--- src/hdl/energy_voice_activity_endpointer_assert.svh ---
// ============================================================================
// Assertion macros for the voice activity endpointer
// Shared concurrent assertion forms, clocked on i_clk and disabled in reset.
// ============================================================================
`ifndef ENERGY_VOICE_ACTIVITY_ENDPOINTER_ASSERT_SVH
`define ENERGY_VOICE_ACTIVITY_ENDPOINTER_ASSERT_SVH

// The consequent must hold in the same cycle as the antecedent.
`define EVAE_ASSERT_NOW(label, ante, cons, msg) \
    label: assert property (@(posedge i_clk) disable iff (!i_rst_n) (ante) |-> (cons)) \
        else $error(msg);

// The consequent must hold in the cycle after the antecedent.
`define EVAE_ASSERT_NEXT(label, ante, cons, msg) \
    label: assert property (@(posedge i_clk) disable iff (!i_rst_n) (ante) |=> (cons)) \
        else $error(msg);

`endif

--- src/hdl/evae_pkg.sv ---
// ============================================================================
// evae_pkg
// Types and constants shared by the voice activity endpointer modules.
// ============================================================================
package evae_pkg;

    // Frame geometry
    localparam int FRAME_LEN   = 400;
    localparam int INIT_FRAMES = 5;
    localparam int POS_W       = $clog2(FRAME_LEN);
    localparam int SEED_W      = $clog2(INIT_FRAMES + 1);

    // Datapath widths
    localparam int SAMPLE_W = 16;
    localparam int SQ_W     = 31;
    localparam int ENERGY_W = 42;
    localparam int K_W      = 6;
    localparam int FRAC_W   = 16;
    localparam int DB_W     = 17;
    localparam int RATE_W   = 16;
    localparam int SIL_W    = 8;
    localparam int MUL_W    = 32;

    // Log and rounding constants
    localparam logic [MUL_W-1:0]    LN2X10_Q16 = 32'd454261;
    localparam logic [K_W-1:0]      K_TOP      = K_W'(ENERGY_W - 1);
    localparam logic [DB_W-1:0]     Q16_ONE    = 17'h10000;
    localparam logic [ENERGY_W-1:0] DB_ROUND   = 42'd8388608;
    localparam logic [34:0]         LVL_ROUND  = 35'd32768;
    localparam logic [32:0]         BG_ROUND   = 33'd32768;
    localparam logic [SIL_W-1:0]    SIL_MAX    = 8'd255;

    // Configuration port
    localparam int ADDR_W = 4;
    localparam int DATA_W = 32;

    localparam logic [15:0]      RST_NEW_WEIGHT      = 16'd31208;
    localparam logic [15:0]      RST_BACKGROUND_RATE = 16'd3277;
    localparam logic [DB_W-1:0]  RST_SPEECH_MARGIN   = 17'd3200;
    localparam logic [SIL_W-1:0] RST_SILENCE_LIMIT   = 8'd18;

    typedef enum logic [1:0] {
        REG_NEW_WEIGHT      = 2'd0,
        REG_BACKGROUND_RATE = 2'd1,
        REG_SPEECH_MARGIN   = 2'd2,
        REG_SILENCE_LIMIT   = 2'd3
    } t_reg_idx;

    typedef struct packed {
        logic [15:0]      new_weight;
        logic [RATE_W-1:0] background_rate;
        logic [DB_W-1:0]  speech_margin;
        logic [SIL_W-1:0] silence_limit;
    } t_cfg;

    // What the back end has to do with a finished frame
    typedef enum logic [1:0] {
        KIND_SEED_ONLY = 2'd0,
        KIND_SEED_LAST = 2'd1,
        KIND_CLASSIFY  = 2'd2
    } t_kind;

    typedef struct packed {
        t_kind               kind;
        logic [ENERGY_W-1:0] energy;
    } t_frame;

    // Frame queue between front and back end
    localparam int FIFO_DEPTH = 4;
    localparam int FIFO_AW    = $clog2(FIFO_DEPTH);

endpackage

--- src/hdl/energy_voice_activity_endpointer.sv ---
// ============================================================================
// energy_voice_activity_endpointer
// Energy-based voice activity detector that marks the end of an utterance.
// ============================================================================
// The block takes one signed sample per clock while o_stall is low. The front
// end squares it in one register stage and then adds it to the running frame
// energy. Each finished frame goes into a four-entry queue. The back end turns
// the frame energy into dB with a normalizing shifter and sixteen squaring
// steps on one shared 32x32 multiplier. It then updates the level, the
// background and the silent run; the frame that completes the seed only sets
// the background. A frame of zero energy skips the dB conversion, and an
// earlier seeding frame goes straight to the output.
// Input stalls only when the last sample of a frame finds four frames waiting
// in the queue. After the silent run reaches the limit, samples are still
// taken but produce no more results until reset.
// ============================================================================
module energy_voice_activity_endpointer (
    input  logic                                  i_clk,
    input  logic                                  i_rst_n,
    input  logic                                  psel,
    input  logic                                  penable,
    input  logic                                  pwrite,
    input  logic [evae_pkg::ADDR_W-1:0]           paddr,
    input  logic [evae_pkg::DATA_W-1:0]           pwdata,
    output logic [evae_pkg::DATA_W-1:0]           prdata,
    output logic                                  pready,
    input  logic                                  i_valid,
    output logic                                  o_stall,
    input  logic signed [evae_pkg::SAMPLE_W-1:0]  i_sample,
    output logic                                  o_valid,
    input  logic                                  i_stall,
    output logic                                  o_frame_is_speech,
    output logic                                  o_seeding,
    output logic [evae_pkg::SIL_W-1:0]            o_silent_run,
    output logic [evae_pkg::DB_W-1:0]             o_level_margin,
    output logic                                  o_speech_over
);
    import evae_pkg::*;

    t_cfg   cfg;
    t_frame q_in;
    t_frame q_out;
    logic   q_push;
    logic   q_full;
    logic   q_pop;
    logic   q_empty;

    evae_regs u_regs (
        .i_clk   (i_clk),
        .i_rst_n (i_rst_n),
        .psel    (psel),
        .penable (penable),
        .pwrite  (pwrite),
        .paddr   (paddr),
        .pwdata  (pwdata),
        .prdata  (prdata),
        .pready  (pready),
        .o_cfg   (cfg)
    );

    evae_front u_front (
        .i_clk    (i_clk),
        .i_rst_n  (i_rst_n),
        .i_valid  (i_valid),
        .o_stall  (o_stall),
        .i_sample (i_sample),
        .i_q_full (q_full),
        .o_q_push (q_push),
        .o_q_data (q_in)
    );

    evae_fifo u_fifo (
        .i_clk   (i_clk),
        .i_rst_n (i_rst_n),
        .i_push  (q_push),
        .i_data  (q_in),
        .o_full  (q_full),
        .i_pop   (q_pop),
        .o_empty (q_empty),
        .o_data  (q_out)
    );

    evae_back u_back (
        .i_clk             (i_clk),
        .i_rst_n           (i_rst_n),
        .i_cfg             (cfg),
        .i_q_empty         (q_empty),
        .i_q_data          (q_out),
        .o_q_pop           (q_pop),
        .o_valid           (o_valid),
        .i_stall           (i_stall),
        .o_frame_is_speech (o_frame_is_speech),
        .o_seeding         (o_seeding),
        .o_silent_run      (o_silent_run),
        .o_level_margin    (o_level_margin),
        .o_speech_over     (o_speech_over)
    );

endmodule

--- src/hdl/evae_regs.sv ---
// ============================================================================
// evae_regs
// APB-style configuration registers of the voice activity endpointer.
// ============================================================================
module evae_regs (
    input  logic                         i_clk,
    input  logic                         i_rst_n,
    input  logic                         psel,
    input  logic                         penable,
    input  logic                         pwrite,
    input  logic [evae_pkg::ADDR_W-1:0]  paddr,
    input  logic [evae_pkg::DATA_W-1:0]  pwdata,
    output logic [evae_pkg::DATA_W-1:0]  prdata,
    output logic                         pready,
    output evae_pkg::t_cfg               o_cfg
);
    import evae_pkg::*;

    t_cfg     r_cfg;
    t_reg_idx reg_idx;
    logic     wr_en;

    assign pready  = 1'b1;
    assign reg_idx = t_reg_idx'(paddr[ADDR_W-1:2]);
    assign wr_en   = psel && penable && pwrite;
    assign o_cfg   = r_cfg;

    always_ff @(posedge i_clk) begin
        if (!i_rst_n) begin
            r_cfg.new_weight      <= RST_NEW_WEIGHT;
            r_cfg.background_rate <= RST_BACKGROUND_RATE;
            r_cfg.speech_margin   <= RST_SPEECH_MARGIN;
            r_cfg.silence_limit   <= RST_SILENCE_LIMIT;
        end else if (wr_en) begin
            unique case (reg_idx)
                REG_NEW_WEIGHT:      r_cfg.new_weight      <= pwdata[15:0];
                REG_BACKGROUND_RATE: r_cfg.background_rate <= pwdata[RATE_W-1:0];
                REG_SPEECH_MARGIN:   r_cfg.speech_margin   <= pwdata[DB_W-1:0];
                REG_SILENCE_LIMIT:   r_cfg.silence_limit   <= pwdata[SIL_W-1:0];
            endcase
        end
    end

    always_comb begin
        unique case (reg_idx)
            REG_NEW_WEIGHT:      prdata = DATA_W'(r_cfg.new_weight);
            REG_BACKGROUND_RATE: prdata = DATA_W'(r_cfg.background_rate);
            REG_SPEECH_MARGIN:   prdata = DATA_W'(r_cfg.speech_margin);
            REG_SILENCE_LIMIT:   prdata = DATA_W'(r_cfg.silence_limit);
        endcase
    end

endmodule

--- src/hdl/evae_front.sv ---
// ============================================================================
// evae_front
// Squares samples, accumulates frame energy and sorts finished frames.
// ============================================================================
module evae_front (
    input  logic                                i_clk,
    input  logic                                i_rst_n,
    input  logic                                i_valid,
    output logic                                o_stall,
    input  logic signed [evae_pkg::SAMPLE_W-1:0] i_sample,
    input  logic                                i_q_full,
    output logic                                o_q_push,
    output evae_pkg::t_frame                    o_q_data
);
    import evae_pkg::*;

    logic                r_a_valid;
    logic                r_a_last;
    logic [SQ_W-1:0]     r_a_sq;
    logic [POS_W-1:0]    r_pos;
    logic [ENERGY_W-1:0] r_sum;
    logic [SEED_W-1:0]   r_seed;

    logic signed [31:0]  sq_full;
    logic                stuck;
    logic                accept;
    logic                advance;
    logic                pos_last;
    logic [ENERGY_W-1:0] sum_next;
    t_kind               frame_kind;

    assign sq_full  = i_sample * i_sample;
    // A frame-end transaction waits in the square stage until the queue has room.
    assign stuck    = r_a_valid && r_a_last && i_q_full;
    assign o_stall  = stuck;
    assign accept   = i_valid && !stuck;
    assign advance  = r_a_valid && !stuck;
    assign pos_last = (r_pos == POS_W'(FRAME_LEN - 1));
    assign sum_next = r_sum + ENERGY_W'(r_a_sq);

    always_comb begin
        priority if (r_seed >= SEED_W'(INIT_FRAMES)) begin
            frame_kind = KIND_CLASSIFY;
        end else if (r_seed == SEED_W'(INIT_FRAMES - 1)) begin
            frame_kind = KIND_SEED_LAST;
        end else begin
            frame_kind = KIND_SEED_ONLY;
        end
    end

    assign o_q_push        = advance && r_a_last;
    assign o_q_data.kind   = frame_kind;
    assign o_q_data.energy = sum_next;

    always_ff @(posedge i_clk) begin
        if (!i_rst_n) begin
            r_a_valid <= 1'b0;
            r_a_last  <= 1'b0;
            r_pos     <= '0;
            r_sum     <= '0;
            r_seed    <= '0;
        end else begin
            if (!stuck) begin
                r_a_valid <= accept;
            end
            if (accept) begin
                r_a_last <= pos_last;
                r_pos    <= pos_last ? '0 : r_pos + 1'b1;
            end
            if (advance) begin
                // Seeding frames keep adding up until the last one is reached.
                if (!r_a_last || frame_kind == KIND_SEED_ONLY) begin
                    r_sum <= sum_next;
                end else begin
                    r_sum <= '0;
                end
                if (r_a_last && frame_kind != KIND_CLASSIFY) begin
                    r_seed <= r_seed + 1'b1;
                end
            end
        end
    end

    always_ff @(posedge i_clk) begin
        if (accept) begin
            r_a_sq <= sq_full[SQ_W-1:0];
        end
    end

endmodule

--- src/hdl/evae_fifo.sv ---
// ============================================================================
// evae_fifo
// Short frame queue between the accumulating front end and the back end.
// ============================================================================
module evae_fifo (
    input  logic             i_clk,
    input  logic             i_rst_n,
    input  logic             i_push,
    input  evae_pkg::t_frame i_data,
    output logic             o_full,
    input  logic             i_pop,
    output logic             o_empty,
    output evae_pkg::t_frame o_data
);
    import evae_pkg::*;

    t_frame               r_mem [FIFO_DEPTH];
    logic [FIFO_AW-1:0]   r_wptr;
    logic [FIFO_AW-1:0]   r_rptr;
    logic [FIFO_AW:0]     r_count;
    logic                 do_push;
    logic                 do_pop;

    assign o_full  = (r_count == (FIFO_AW + 1)'(FIFO_DEPTH));
    assign o_empty = (r_count == '0);
    assign do_push = i_push && !o_full;
    assign do_pop  = i_pop && !o_empty;
    assign o_data  = r_mem[r_rptr];

    always_ff @(posedge i_clk) begin
        if (!i_rst_n) begin
            r_wptr  <= '0;
            r_rptr  <= '0;
            r_count <= '0;
        end else begin
            if (do_push) begin
                r_wptr <= r_wptr + 1'b1;
            end
            if (do_pop) begin
                r_rptr <= r_rptr + 1'b1;
            end
            if (do_push && !do_pop) begin
                r_count <= r_count + 1'b1;
            end else if (do_pop && !do_push) begin
                r_count <= r_count - 1'b1;
            end
        end
    end

    always_ff @(posedge i_clk) begin
        if (do_push) begin
            r_mem[r_wptr] <= i_data;
        end
    end

endmodule

--- src/hdl/evae_back.sv ---
// ============================================================================
// evae_back
// Frame-end sequencer: energy to dB, smoothing, background and decision.
// ============================================================================
`include "energy_voice_activity_endpointer_assert.svh"

module evae_back (
    input  logic                           i_clk,
    input  logic                           i_rst_n,
    input  evae_pkg::t_cfg                 i_cfg,
    input  logic                           i_q_empty,
    input  evae_pkg::t_frame               i_q_data,
    output logic                           o_q_pop,
    output logic                           o_valid,
    input  logic                           i_stall,
    output logic                           o_frame_is_speech,
    output logic                           o_seeding,
    output logic [evae_pkg::SIL_W-1:0]     o_silent_run,
    output logic [evae_pkg::DB_W-1:0]      o_level_margin,
    output logic                           o_speech_over
);
    import evae_pkg::*;

    typedef enum logic [10:0] {
        S_IDLE   = 11'b000_0000_0001,
        S_NORM   = 11'b000_0000_0010,
        S_SQR    = 11'b000_0000_0100,
        S_DB     = 11'b000_0000_1000,
        S_DBR    = 11'b000_0001_0000,
        S_APPLY  = 11'b000_0010_0000,
        S_LVL_B  = 11'b000_0100_0000,
        S_LVL_C  = 11'b000_1000_0000,
        S_BG     = 11'b001_0000_0000,
        S_DECIDE = 11'b010_0000_0000,
        S_OUT    = 11'b100_0000_0000
    } t_state;

    t_state              r_state;
    t_state              n_state;
    t_kind               r_kind;
    logic [ENERGY_W-1:0] r_m42;
    logic [K_W-1:0]      r_k;
    logic [SQ_W-1:0]     r_m;
    logic [FRAC_W-1:0]   r_frac;
    logic [3:0]          r_bit;
    logic [2*MUL_W-1:0]  r_prod;
    logic [34:0]         r_acc;
    logic [DB_W-1:0]     r_cur;
    logic [DB_W-1:0]     r_level;
    logic [DB_W-1:0]     r_bg;
    logic [SIL_W-1:0]    r_sil;
    logic                r_ended;
    logic                r_res_speech;
    logic                r_res_seeding;
    logic [DB_W-1:0]     r_res_margin;
    logic                r_out_valid;
    logic                r_out_speech;
    logic                r_out_seeding;
    logic [SIL_W-1:0]    r_out_sil;
    logic [DB_W-1:0]     r_out_margin;
    logic                r_out_ended;

    logic [MUL_W-1:0]    mul_a;
    logic [MUL_W-1:0]    mul_b;
    logic [2*MUL_W-1:0]  mul_p;
    logic                slot_free;
    logic                q_take;
    logic [ENERGY_W-1:0] db_round;
    logic [34:0]         lvl_sum;
    logic [32:0]         bg_sum;
    logic [DB_W-1:0]     dec_level;
    logic [DB_W-1:0]     dec_margin;
    logic                dec_speech;
    logic [SIL_W-1:0]    dec_sil;

    assign slot_free = !r_out_valid || !i_stall;
    assign q_take    = (r_state == S_IDLE) && !i_q_empty;
    assign o_q_pop   = q_take;

    // One multiplier serves the log squaring, the dB scaling and the updates.
    always_comb begin
        unique case (r_state)
            S_SQR: begin
                mul_a = {1'b0, r_m};
                mul_b = {1'b0, r_m};
            end
            S_DB: begin
                mul_a = MUL_W'({r_k, r_frac});
                mul_b = LN2X10_Q16;
            end
            S_APPLY: begin
                mul_a = MUL_W'(r_level);
                mul_b = MUL_W'(Q16_ONE - {1'b0, i_cfg.new_weight});
            end
            S_LVL_B: begin
                mul_a = MUL_W'(r_cur);
                mul_b = MUL_W'(i_cfg.new_weight);
            end
            S_LVL_C: begin
                mul_a = MUL_W'(r_cur - r_bg);
                mul_b = MUL_W'(i_cfg.background_rate);
            end
            default: begin
                mul_a = '0;
                mul_b = '0;
            end
        endcase
    end

    assign mul_p    = mul_a * mul_b;
    assign db_round = r_prod[ENERGY_W-1:0] + DB_ROUND;
    assign lvl_sum  = r_acc + r_prod[34:0] + LVL_ROUND;
    assign bg_sum   = r_prod[32:0] + BG_ROUND;

    always_comb begin
        dec_level  = (r_level < r_bg) ? r_bg : r_level;
        dec_margin = dec_level - r_bg;
        dec_speech = (dec_margin > i_cfg.speech_margin);
        if (dec_speech) begin
            dec_sil = '0;
        end else if (r_sil != SIL_MAX) begin
            dec_sil = r_sil + 1'b1;
        end else begin
            dec_sil = r_sil;
        end
    end

    always_comb begin
        n_state = r_state;
        unique case (r_state)
            S_IDLE: begin
                if (q_take && !r_ended) begin
                    priority if (i_q_data.kind == KIND_SEED_ONLY) begin
                        n_state = S_OUT;
                    end else if (i_q_data.energy == '0) begin
                        n_state = S_APPLY;
                    end else begin
                        n_state = S_NORM;
                    end
                end
            end
            S_NORM:   n_state = r_m42[ENERGY_W-1] ? S_SQR : S_NORM;
            S_SQR:    n_state = (r_bit == '0) ? S_DB : S_SQR;
            S_DB:     n_state = S_DBR;
            S_DBR:    n_state = S_APPLY;
            S_APPLY:  n_state = (r_kind == KIND_SEED_LAST) ? S_OUT : S_LVL_B;
            S_LVL_B:  n_state = S_LVL_C;
            S_LVL_C:  n_state = S_BG;
            S_BG:     n_state = S_DECIDE;
            S_DECIDE: n_state = S_OUT;
            S_OUT:    n_state = slot_free ? S_IDLE : S_OUT;
            default:  n_state = S_IDLE;
        endcase
    end

    // Control state
    always_ff @(posedge i_clk) begin
        if (!i_rst_n) begin
            r_state     <= S_IDLE;
            r_level     <= '0;
            r_bg        <= '0;
            r_sil       <= '0;
            r_ended     <= 1'b0;
            r_out_valid <= 1'b0;
        end else begin
            r_state <= n_state;
            if (r_state == S_APPLY && r_kind == KIND_SEED_LAST) begin
                r_bg <= r_cur;
            end
            if (r_state == S_LVL_C) begin
                r_level <= lvl_sum[32:16];
            end
            if (r_state == S_BG) begin
                if (r_cur < r_bg) begin
                    r_bg <= r_cur;
                end else begin
                    r_bg <= r_bg + bg_sum[32:16];
                end
            end
            if (r_state == S_DECIDE) begin
                r_level <= dec_level;
                r_sil   <= dec_sil;
                r_ended <= (dec_sil >= i_cfg.silence_limit);
            end
            if (r_state == S_OUT && slot_free) begin
                r_out_valid <= 1'b1;
            end else if (!i_stall) begin
                r_out_valid <= 1'b0;
            end
        end
    end

    // Datapath
    always_ff @(posedge i_clk) begin
        unique case (r_state)
            S_IDLE: begin
                r_kind        <= i_q_data.kind;
                r_m42         <= i_q_data.energy;
                r_k           <= K_TOP;
                r_frac        <= '0;
                r_bit         <= 4'd15;
                r_cur         <= '0;
                r_res_speech  <= 1'b0;
                r_res_seeding <= 1'b1;
                r_res_margin  <= '0;
            end
            S_NORM: begin
                // Coarse byte steps first, then single bits, to bring the top one up.
                if (r_m42[ENERGY_W-1]) begin
                    r_m <= r_m42[ENERGY_W-1:ENERGY_W-SQ_W];
                end else if (r_m42[ENERGY_W-1:ENERGY_W-8] == '0) begin
                    r_m42 <= r_m42 << 8;
                    r_k   <= r_k - K_W'(8);
                end else begin
                    r_m42 <= r_m42 << 1;
                    r_k   <= r_k - 1'b1;
                end
            end
            S_SQR: begin
                // Squaring the Q1.30 mantissa yields one fraction bit of log2.
                r_frac <= {r_frac[FRAC_W-2:0], mul_p[61]};
                r_m    <= mul_p[61] ? mul_p[61:31] : mul_p[60:30];
                r_bit  <= r_bit - 1'b1;
            end
            S_DB: begin
                r_prod <= mul_p;
            end
            S_DBR: begin
                r_cur <= db_round[40:24];
            end
            S_APPLY: begin
                r_prod <= mul_p;
            end
            S_LVL_B: begin
                r_acc  <= r_prod[34:0];
                r_prod <= mul_p;
            end
            S_LVL_C: begin
                r_prod <= mul_p;
            end
            S_BG: begin
            end
            S_DECIDE: begin
                r_res_speech  <= dec_speech;
                r_res_seeding <= 1'b0;
                r_res_margin  <= dec_margin;
            end
            S_OUT: begin
                if (slot_free) begin
                    r_out_speech  <= r_res_speech;
                    r_out_seeding <= r_res_seeding;
                    r_out_sil     <= r_sil;
                    r_out_margin  <= r_res_margin;
                    r_out_ended   <= r_ended;
                end
            end
            default: begin
            end
        endcase
    end

    assign o_valid           = r_out_valid;
    assign o_frame_is_speech = r_out_speech;
    assign o_seeding         = r_out_seeding;
    assign o_silent_run      = r_out_sil;
    assign o_level_margin    = r_out_margin;
    assign o_speech_over     = r_out_ended;

    `EVAE_ASSERT_NEXT(a_ended_sticky, r_ended, r_ended, "end of utterance was cleared")
    `EVAE_ASSERT_NEXT(a_idle_after_end, r_ended && r_state == S_IDLE, r_state == S_IDLE, "sequencer started a frame after the end")
    `EVAE_ASSERT_NOW(a_seed_result, r_out_valid && r_out_seeding, !r_out_speech && r_out_margin == '0, "seeding frame carried a decision")
    `EVAE_ASSERT_NOW(a_speech_run, r_out_valid && r_out_speech, r_out_sil == '0, "speech frame left a silent run")

endmodule

--- config.mk ---
export PLATFORM = sky130hd
export DESIGN_NAME = energy_voice_activity_endpointer
export DESIGN_NICKNAME = d
export VERILOG_FILES = /design/src/hdl/evae_pkg.sv /design/src/hdl/energy_voice_activity_endpointer.sv /design/src/hdl/evae_regs.sv /design/src/hdl/evae_front.sv /design/src/hdl/evae_fifo.sv /design/src/hdl/evae_back.sv
export VERILOG_INCLUDE_DIRS = /design/src /design/src/hdl
export SDC_FILE = /design/constraint.sdc
export NUM_CORES = 2
export LEC_CHECK = 0
export BUFFER_PORTS_ARGS = -buffer_cell sky130_fd_sc_hd__buf_4
export CORE_MARGIN = 4
export CORE_UTILIZATION = 47
export CTS_BUF_LIST = sky130_fd_sc_hd__clkbuf_8 sky130_fd_sc_hd__clkbuf_16
export DETAILED_ROUTE_END_ITERATION = 6
export PLACE_DENSITY_LB_ADDON = 0.15
export SLEW_MARGIN = 10
export SYNTH_ARGS = -nofsm -noshare
export SYNTH_HDL_FRONTEND = slang
export SYNTH_SLANG_ARGS = --single-unit
--- constraint.sdc ---
create_clock -name i_clk -period 33.2 [get_ports i_clk]
set_input_delay 4.98 -clock i_clk [delete_from_list [all_inputs] [get_ports i_clk]]
set_output_delay 4.98 -clock i_clk [all_outputs]
set_load 0.03 [all_outputs]
# Word-level counts from Yosys, hierarchy flattened
# Memories as Yosys holds them, arrays and structs flattened. A register that Yosys moved wholly into a read port is not among the register bits.
# Index checks and enable logic that the tools add are counted.
[totals]
memories = 1
output_inout_bits = 63
inputBits = 59
wordCells = 185
ff_bits = 445
ramBits = 176
[op_classes]
n_eq_ne = 24
multipliers = 2
order_cmp = 5
muxes = 46
n_reduce_logical = 51
add_sub_neg = 19
[memory_table]
columns = ["name", "words", "width", "rd", "rd_ports_with_merged_regs", "wr", "line_no", "text"]
rows = [
  ["u_fifo.r_mem", 4, 44, 1, 1, 1, "evae_fifo.sv:17", "t_frame r_mem [FIFO_DEPTH];"],
]
[op_table]
columns = ["cell", "n"]
rows = [
  ["$pmux 32 s5", 2],
  ["$pmux 32 s4", 1],
  ["$mux 42", 3],
  ["$pmux 11 s11", 1],
  ["$mux 17", 6],
  ["$pmux 42 s2", 1],
  ["$pmux 17 s2", 2],
  ["$add 33x16->33 const B", 2],
  ["$mul 32x32->62", 1],
  ["$mux 31", 2],
  ["$pmux 31 s2", 1],
  ["$mux 11", 4],
  ["$add 42x31->42", 1],
  ["$logic_not 42->1", 1],
  ["$add 41x24->41 const B", 1],
  ["$lt 17x17->1", 2],
  ["$add 33x33->33", 1],
  ["$pmux 16 s2", 1],
  ["$mul 16x16->31", 1],
  ["$mux 6", 3],
  ["$sub 17x16->18 const A", 1],
  ["$sub 17x17->18", 1],
  ["$add 17x17->17", 1],
  ["$gt 17x17->1", 1],
  ["other kinds (48)", 106],
]

# Longest topological paths before layout
[logic_depth]
word_depth = 10
ltp_mapped = 47
depth_no_buf = 43

# Modules after synthesis
# Synthesis repeated with hierarchy kept, for this count alone.
[hier_totals]
cells_unflattened = 7687
hier_area_um2 = 74250.0
[by_module_without_submodules]
columns = ["mod", "seq_area_each_um2", "area_per_inst_um2", "cells_per_inst", "instances"]
rows = [
  ["evae_back", 8277.9, 50556.0, 5566, 1],
  ["evae_front", 2021.9, 13974.7, 1553, 1],
  ["evae_fifo", 5465.2, 6890.4, 278, 1],
  ["evae_regs", 1141.1, 2829.0, 290, 1],
]

# Least setup slack after synthesis
# OpenSTA, ideal clock, no wires.
[synth_path]
path_kind = "input to output"
from = "input port paddr[2] (netlist name)"
to = "output port prdata[10] (netlist name)"
required_time_ns = 28.220
n_path_buf = 1
path_stages = 3
setup_slack_ns = 21.955
t_arrival_ns = 6.265
cell_sequence = "buf_1 > mux2i_1 > o21ai_0"
[synth_between]
elab_chain_len = 2
word_cells_on_any_way = 5
cone_classes = "3 x eq/ne; 1 x mux; 1 x reduce/logical"
[synth_rtl]
columns = ["element", "line_no", "text"]
rows = [
  ["start: declaration", "energy_voice_activity_endpointer.sv:23", "input logic [evae_pkg::ADDR_W-1:0] paddr,"],
  ["$eq 2x2->1, or another cell as far along", "evae_regs.sv:45", "unique case (reg_idx)"],
  ["$pmux 32 s4 *", "evae_regs.sv:45", ""],
  ["end: declaration", "energy_voice_activity_endpointer.sv:25", "output logic [evae_pkg::DATA_W-1:0] prdata,"],
]
# Every way passes the cells marked *; elsewhere a longest branch is shown, timed or not. The select of a mux whose other input is x is not followed.

# Final worst setup path
[layout_path]
from = "register u_back.r_state[1]"
to = "register u_back.r_m[27] (data pin)"
[layout_between]
elab_chain_len = 5
word_cells_on_any_way = 11
cone_classes = "1 x mul; 6 x eq/ne; 4 x mux"
[layout_rtl]
columns = ["element", "line_no", "text"]
rows = [
  ["start: declaration", "evae_back.sv:38", "t_state r_state;"],
  ["start signal: assignment", "evae_back.sv:166", "r_state <= n_state;"],
  ["$eq 11x8->1, or another cell as far along", "evae_back.sv:82", "unique case (r_state)"],
  ["$pmux 32 s5", "evae_back.sv:82", ""],
  ["$mul 32x32->62", "evae_back.sv:110", "assign mul_p = mul_a * mul_b;"],
  ["$mux 31", "evae_back.sv:222", "r_m <= mul_p[61] ? mul_p[61:31] : mul_p[60:30];"],
  ["$pmux 31 s2 *", "evae_back.sv:195", "unique case (r_state)"],
  ["end signal: assignment", "evae_back.sv:210", "r_m <= r_m42[ENERGY_W-1:ENERGY_W-SQ_W];"],
  ["end signal: assignment", "evae_back.sv:222", ""],
  ["end: declaration", "evae_back.sv:43", "logic [SQ_W-1:0] r_m;"],
]
# Every way passes the cells marked *; elsewhere a longest branch is shown, timed or not.
# A chain may end at the register's enable or synchronous reset.

==> key figures <==
Layout
  – Fin nets: 9181
  – Antenna diode count: 0
  – Synthesis-to-layout area growth: 7.141%
  – Share of cells above drive strength 1: under 10%
  – Util after Layout: 50.80%
  – Non-filler cells, final: 9544

Run
  – Max cap viols: 0

Setup path
  – CP Launch Type: flip-flop
  – Critical path fanouts, max: between 50 and 60
  – Cell mode on critical path: fa_1
  – WS Path Type: reg -> reg
  – Endpoint type of the worst setup path: flip-flop
  – Worst Path Required: 33.62 ns
  – Worst R2R Start: u_back.r_state[1]
  – Slowest stage cell, crit path: a41o_1
  – CP startpoint: u_back.r_state[1]
  – Critical path's largest stage delay: slightly below 0.9 ns
  – Buf/Inv on CP: 10
  – Top delay family on crit path: adder cells
  – CP arrival: 13.14 ns

Logic synthesis
  – Synth unique cells: 102
  – Sequential fraction of the synthesis area: 23.39%
  – Synth top area cells: fa_1, edfxtp_1, ha_1
  – Largest area contributor in the netlist: fa_1
  – Area share of the largest cell type after synthesis: 30.52%
  – Syn avg cell area: 9.660 um2
  – Yosys warnings: 0
  – EDFF count, synth: 445
  – Async set-reset flop share out of synthesis: 0%
  – Cells after Synth: 7482
  – Register bit total from synthesis: 622
  – Mapped cell area: 0.07227 mm2
  – Ys flop type: edfxtp_1

Floorplan
  – Core area: ~0.15 mm2
  – Top Ports: roughly 120
  – Die H: 400.1 um
  – Row count: 143
  – Die area: 0.1601 mm2
  – Initial Util: 47.41%
  – Die W: 400.1 um

Routing
  – Final ANT Viol Nets: 0
  – Avg WL per Cell: 21.94 um
  – DRC: 0
  – Overall via count from detail_route: around 53000
  – Drt via density: 5.558
  – Pre-antenna DRT Iters: 5
  – Starting DRT DRC Count: 4097
  – Overall routed net length: roughly 210000 um

Timing
  – Worst setup margin: 20.48 ns
  – Slew Limit Fails: 0
  – RSZ-0062 raised after global routing: no
  – Tightest Pin Transition: 1.258 ns
  – Setup Viol. Count Final: 0
  – Hold_ws: between 0.4 and 0.5 ns
  – Post-route setup TNS: 0 ns
  – Final Hold Fails: 0
  – Setup Skew: 0.09140 ns
  – Slew margin rel.: 16.12%
  – Achievable Freq: 0.07865 GHz
  – Final period utilization: about two fifths
  – Final min period: 12.72 ns

Clock tree
  – Clk root buf: clkbuf_16
  – Hold_buf cts: 0
  – Post-CTS setup repair buffer count: 0
  – Clock transition at the registers of the reported paths: 0.07 ns
  – Htree depth: 2
  – CTS tree: built
  – Number of CTS-inserted buffers: 60
  – Clk Latency, worst-skew pair: 0.68 ns
  – Post_cts resized: 0
  – # clock sinks: 622
  – Clock Path Buffers: 3

Global route
  – Vias in the first global route: around 55000
  – GRT Total Usage: 26.61%
  – Total gr overflow: 0
  – Global-route wire length before repair: 325700 um
  – Initial antenna violation count: 8
  – Largest net degree at the start of global routing: 84

Worst hold path
  – Worst Hold Launch: u_back.r_res_margin[3]
  – Min-delay worst type: reg -> reg

Placed design
  – HPWL Detailed: 162700 um
  – Placed instance count: 9431
  – Placement Setup Slack: 20.55 ns
  – Number of I/O port buffers: 88
  – GP Congestion: about 0.94

Power
  – Pwr dens: 53.79 mW/mm2
  – Leakage Power: 35.38 nW
  – Worst vdd ir: just under 700 uV

Status
  – Status: complete, no violations
[layer usage]
layer / track usage, % / routed length (um) / vias up / part of all wire, %
met1: 35.17 / 84570 / 26982 / 40
met3: 4.065 / 14750 / 419 / 7.0
met4: 9.227 / 9161 / 6 / 4.4
met5: 0.6466 / 172 / - / 0.082
met2: 44.67 / 100700 / 1837 / 48
li1: - / - / 23804 / -
[final timing paths]
kind / end / slack, ns / cells after the start
max: u_back.r_m[27] / 20.48 / 39
min reg2reg: u_back.o_level_margin[3] / 0.42 / 0
max reg2reg: u_back.r_m[27] / 20.48 / 39
min: u_back.o_level_margin[3] / 0.42 / 0
[where the power goes]
part | internal [W] | switching (W) | total (W)
registers | 0.00109 | 0.0000666 | 0.00116
logic | 0.000821 | 0.00147 | 0.00229
clock network | 0.000397 | 0.000318 | 0.000715
[logic make-up after synthesis]
group	count (synthesis)	share of synthesized area, %
simple gates	2183	13.01
buf+inv	1718	9.217
fa+ha+maj	1659	40.17
compound gates	914	8.369
flops	622	23.39
xor+xnor	241	2.920
mux	143	2.917
other cells	2	0.01039
[sequential cells by signal, summed over array words and instances, names as in the netlist, 30 cells and up, named ones only]
name            count
u_back.r_m42       42
u_fifo.r_mem      176
u_front.r_sum      42
u_regs.o_cfg       57
u_back.r_m         31
u_front.r_a_sq     30
u_back.r_acc       33
u_back.r_prod      41
[Yosys cell counts (all sizes together), types with 35 or more instances]
cell type  instances
xor2              86
a22oi             55
and2             119
nand3            100
ha               557
fa              1102
nand2            973
o21ai            172
nor2             691
nor3              52
edfxtp           445
inv             1382
and3              40
o31ai             48
nand4             35
mux2i             73
buf              103
xnor2            155
mux4              52
a21o              97
dfxtp            177
a21oi            277
clkbuf           230
[cell usage in the layout (no fill, tap or decap), types with 28 or more instances in the layout]
master / instances
nor2b_1: 31
and3_1: 39
nand4_1: 35
a21o_1: 97
buf_4: 224
o21ai_1: 29
nor4_1: 28
edfxtp_1: 445
o21a_1: 31
xor2_1: 86
nor3_1: 49
a22oi_1: 55
fa_1: 1102
o21ai_0: 135
xnor2_1: 154
conb_1: 30
nand3_1: 100
inv_1: 1387
o31ai_1: 44
ha_1: 557
nand2b_1: 34
nor2_1: 689
a21oi_1: 264
dfxtp_1: 175
mux2i_1: 73
and2_1: 114
nand2_1: 973
mux4_2: 52
clkbuf_16: 60
[cell type report]
class                      instances  area (um2)
clock buffer                      61        1515
timing repair buffer             224        1682
tap                             2030        2540
sequential                       622       16910
fill                           14253       75010
multi-input combinational       5170       49060
clock inverter                    52       531.8
inverter                        1385        5201
[through the flow]
step | total power [W] | instance area [um2]
4_1_cts | 0.004245 | 77430
3_3_place_gp | 0.003478 | 75380
3_5_place_dp | 0.003511 | 75380
2_1_floorplan | 0.002650 | 72380
5_1_grt | 0.004452 | 77440
6_report | 0.004165 | 77440
Note: power is estimated with default switching activity, not from simulation.
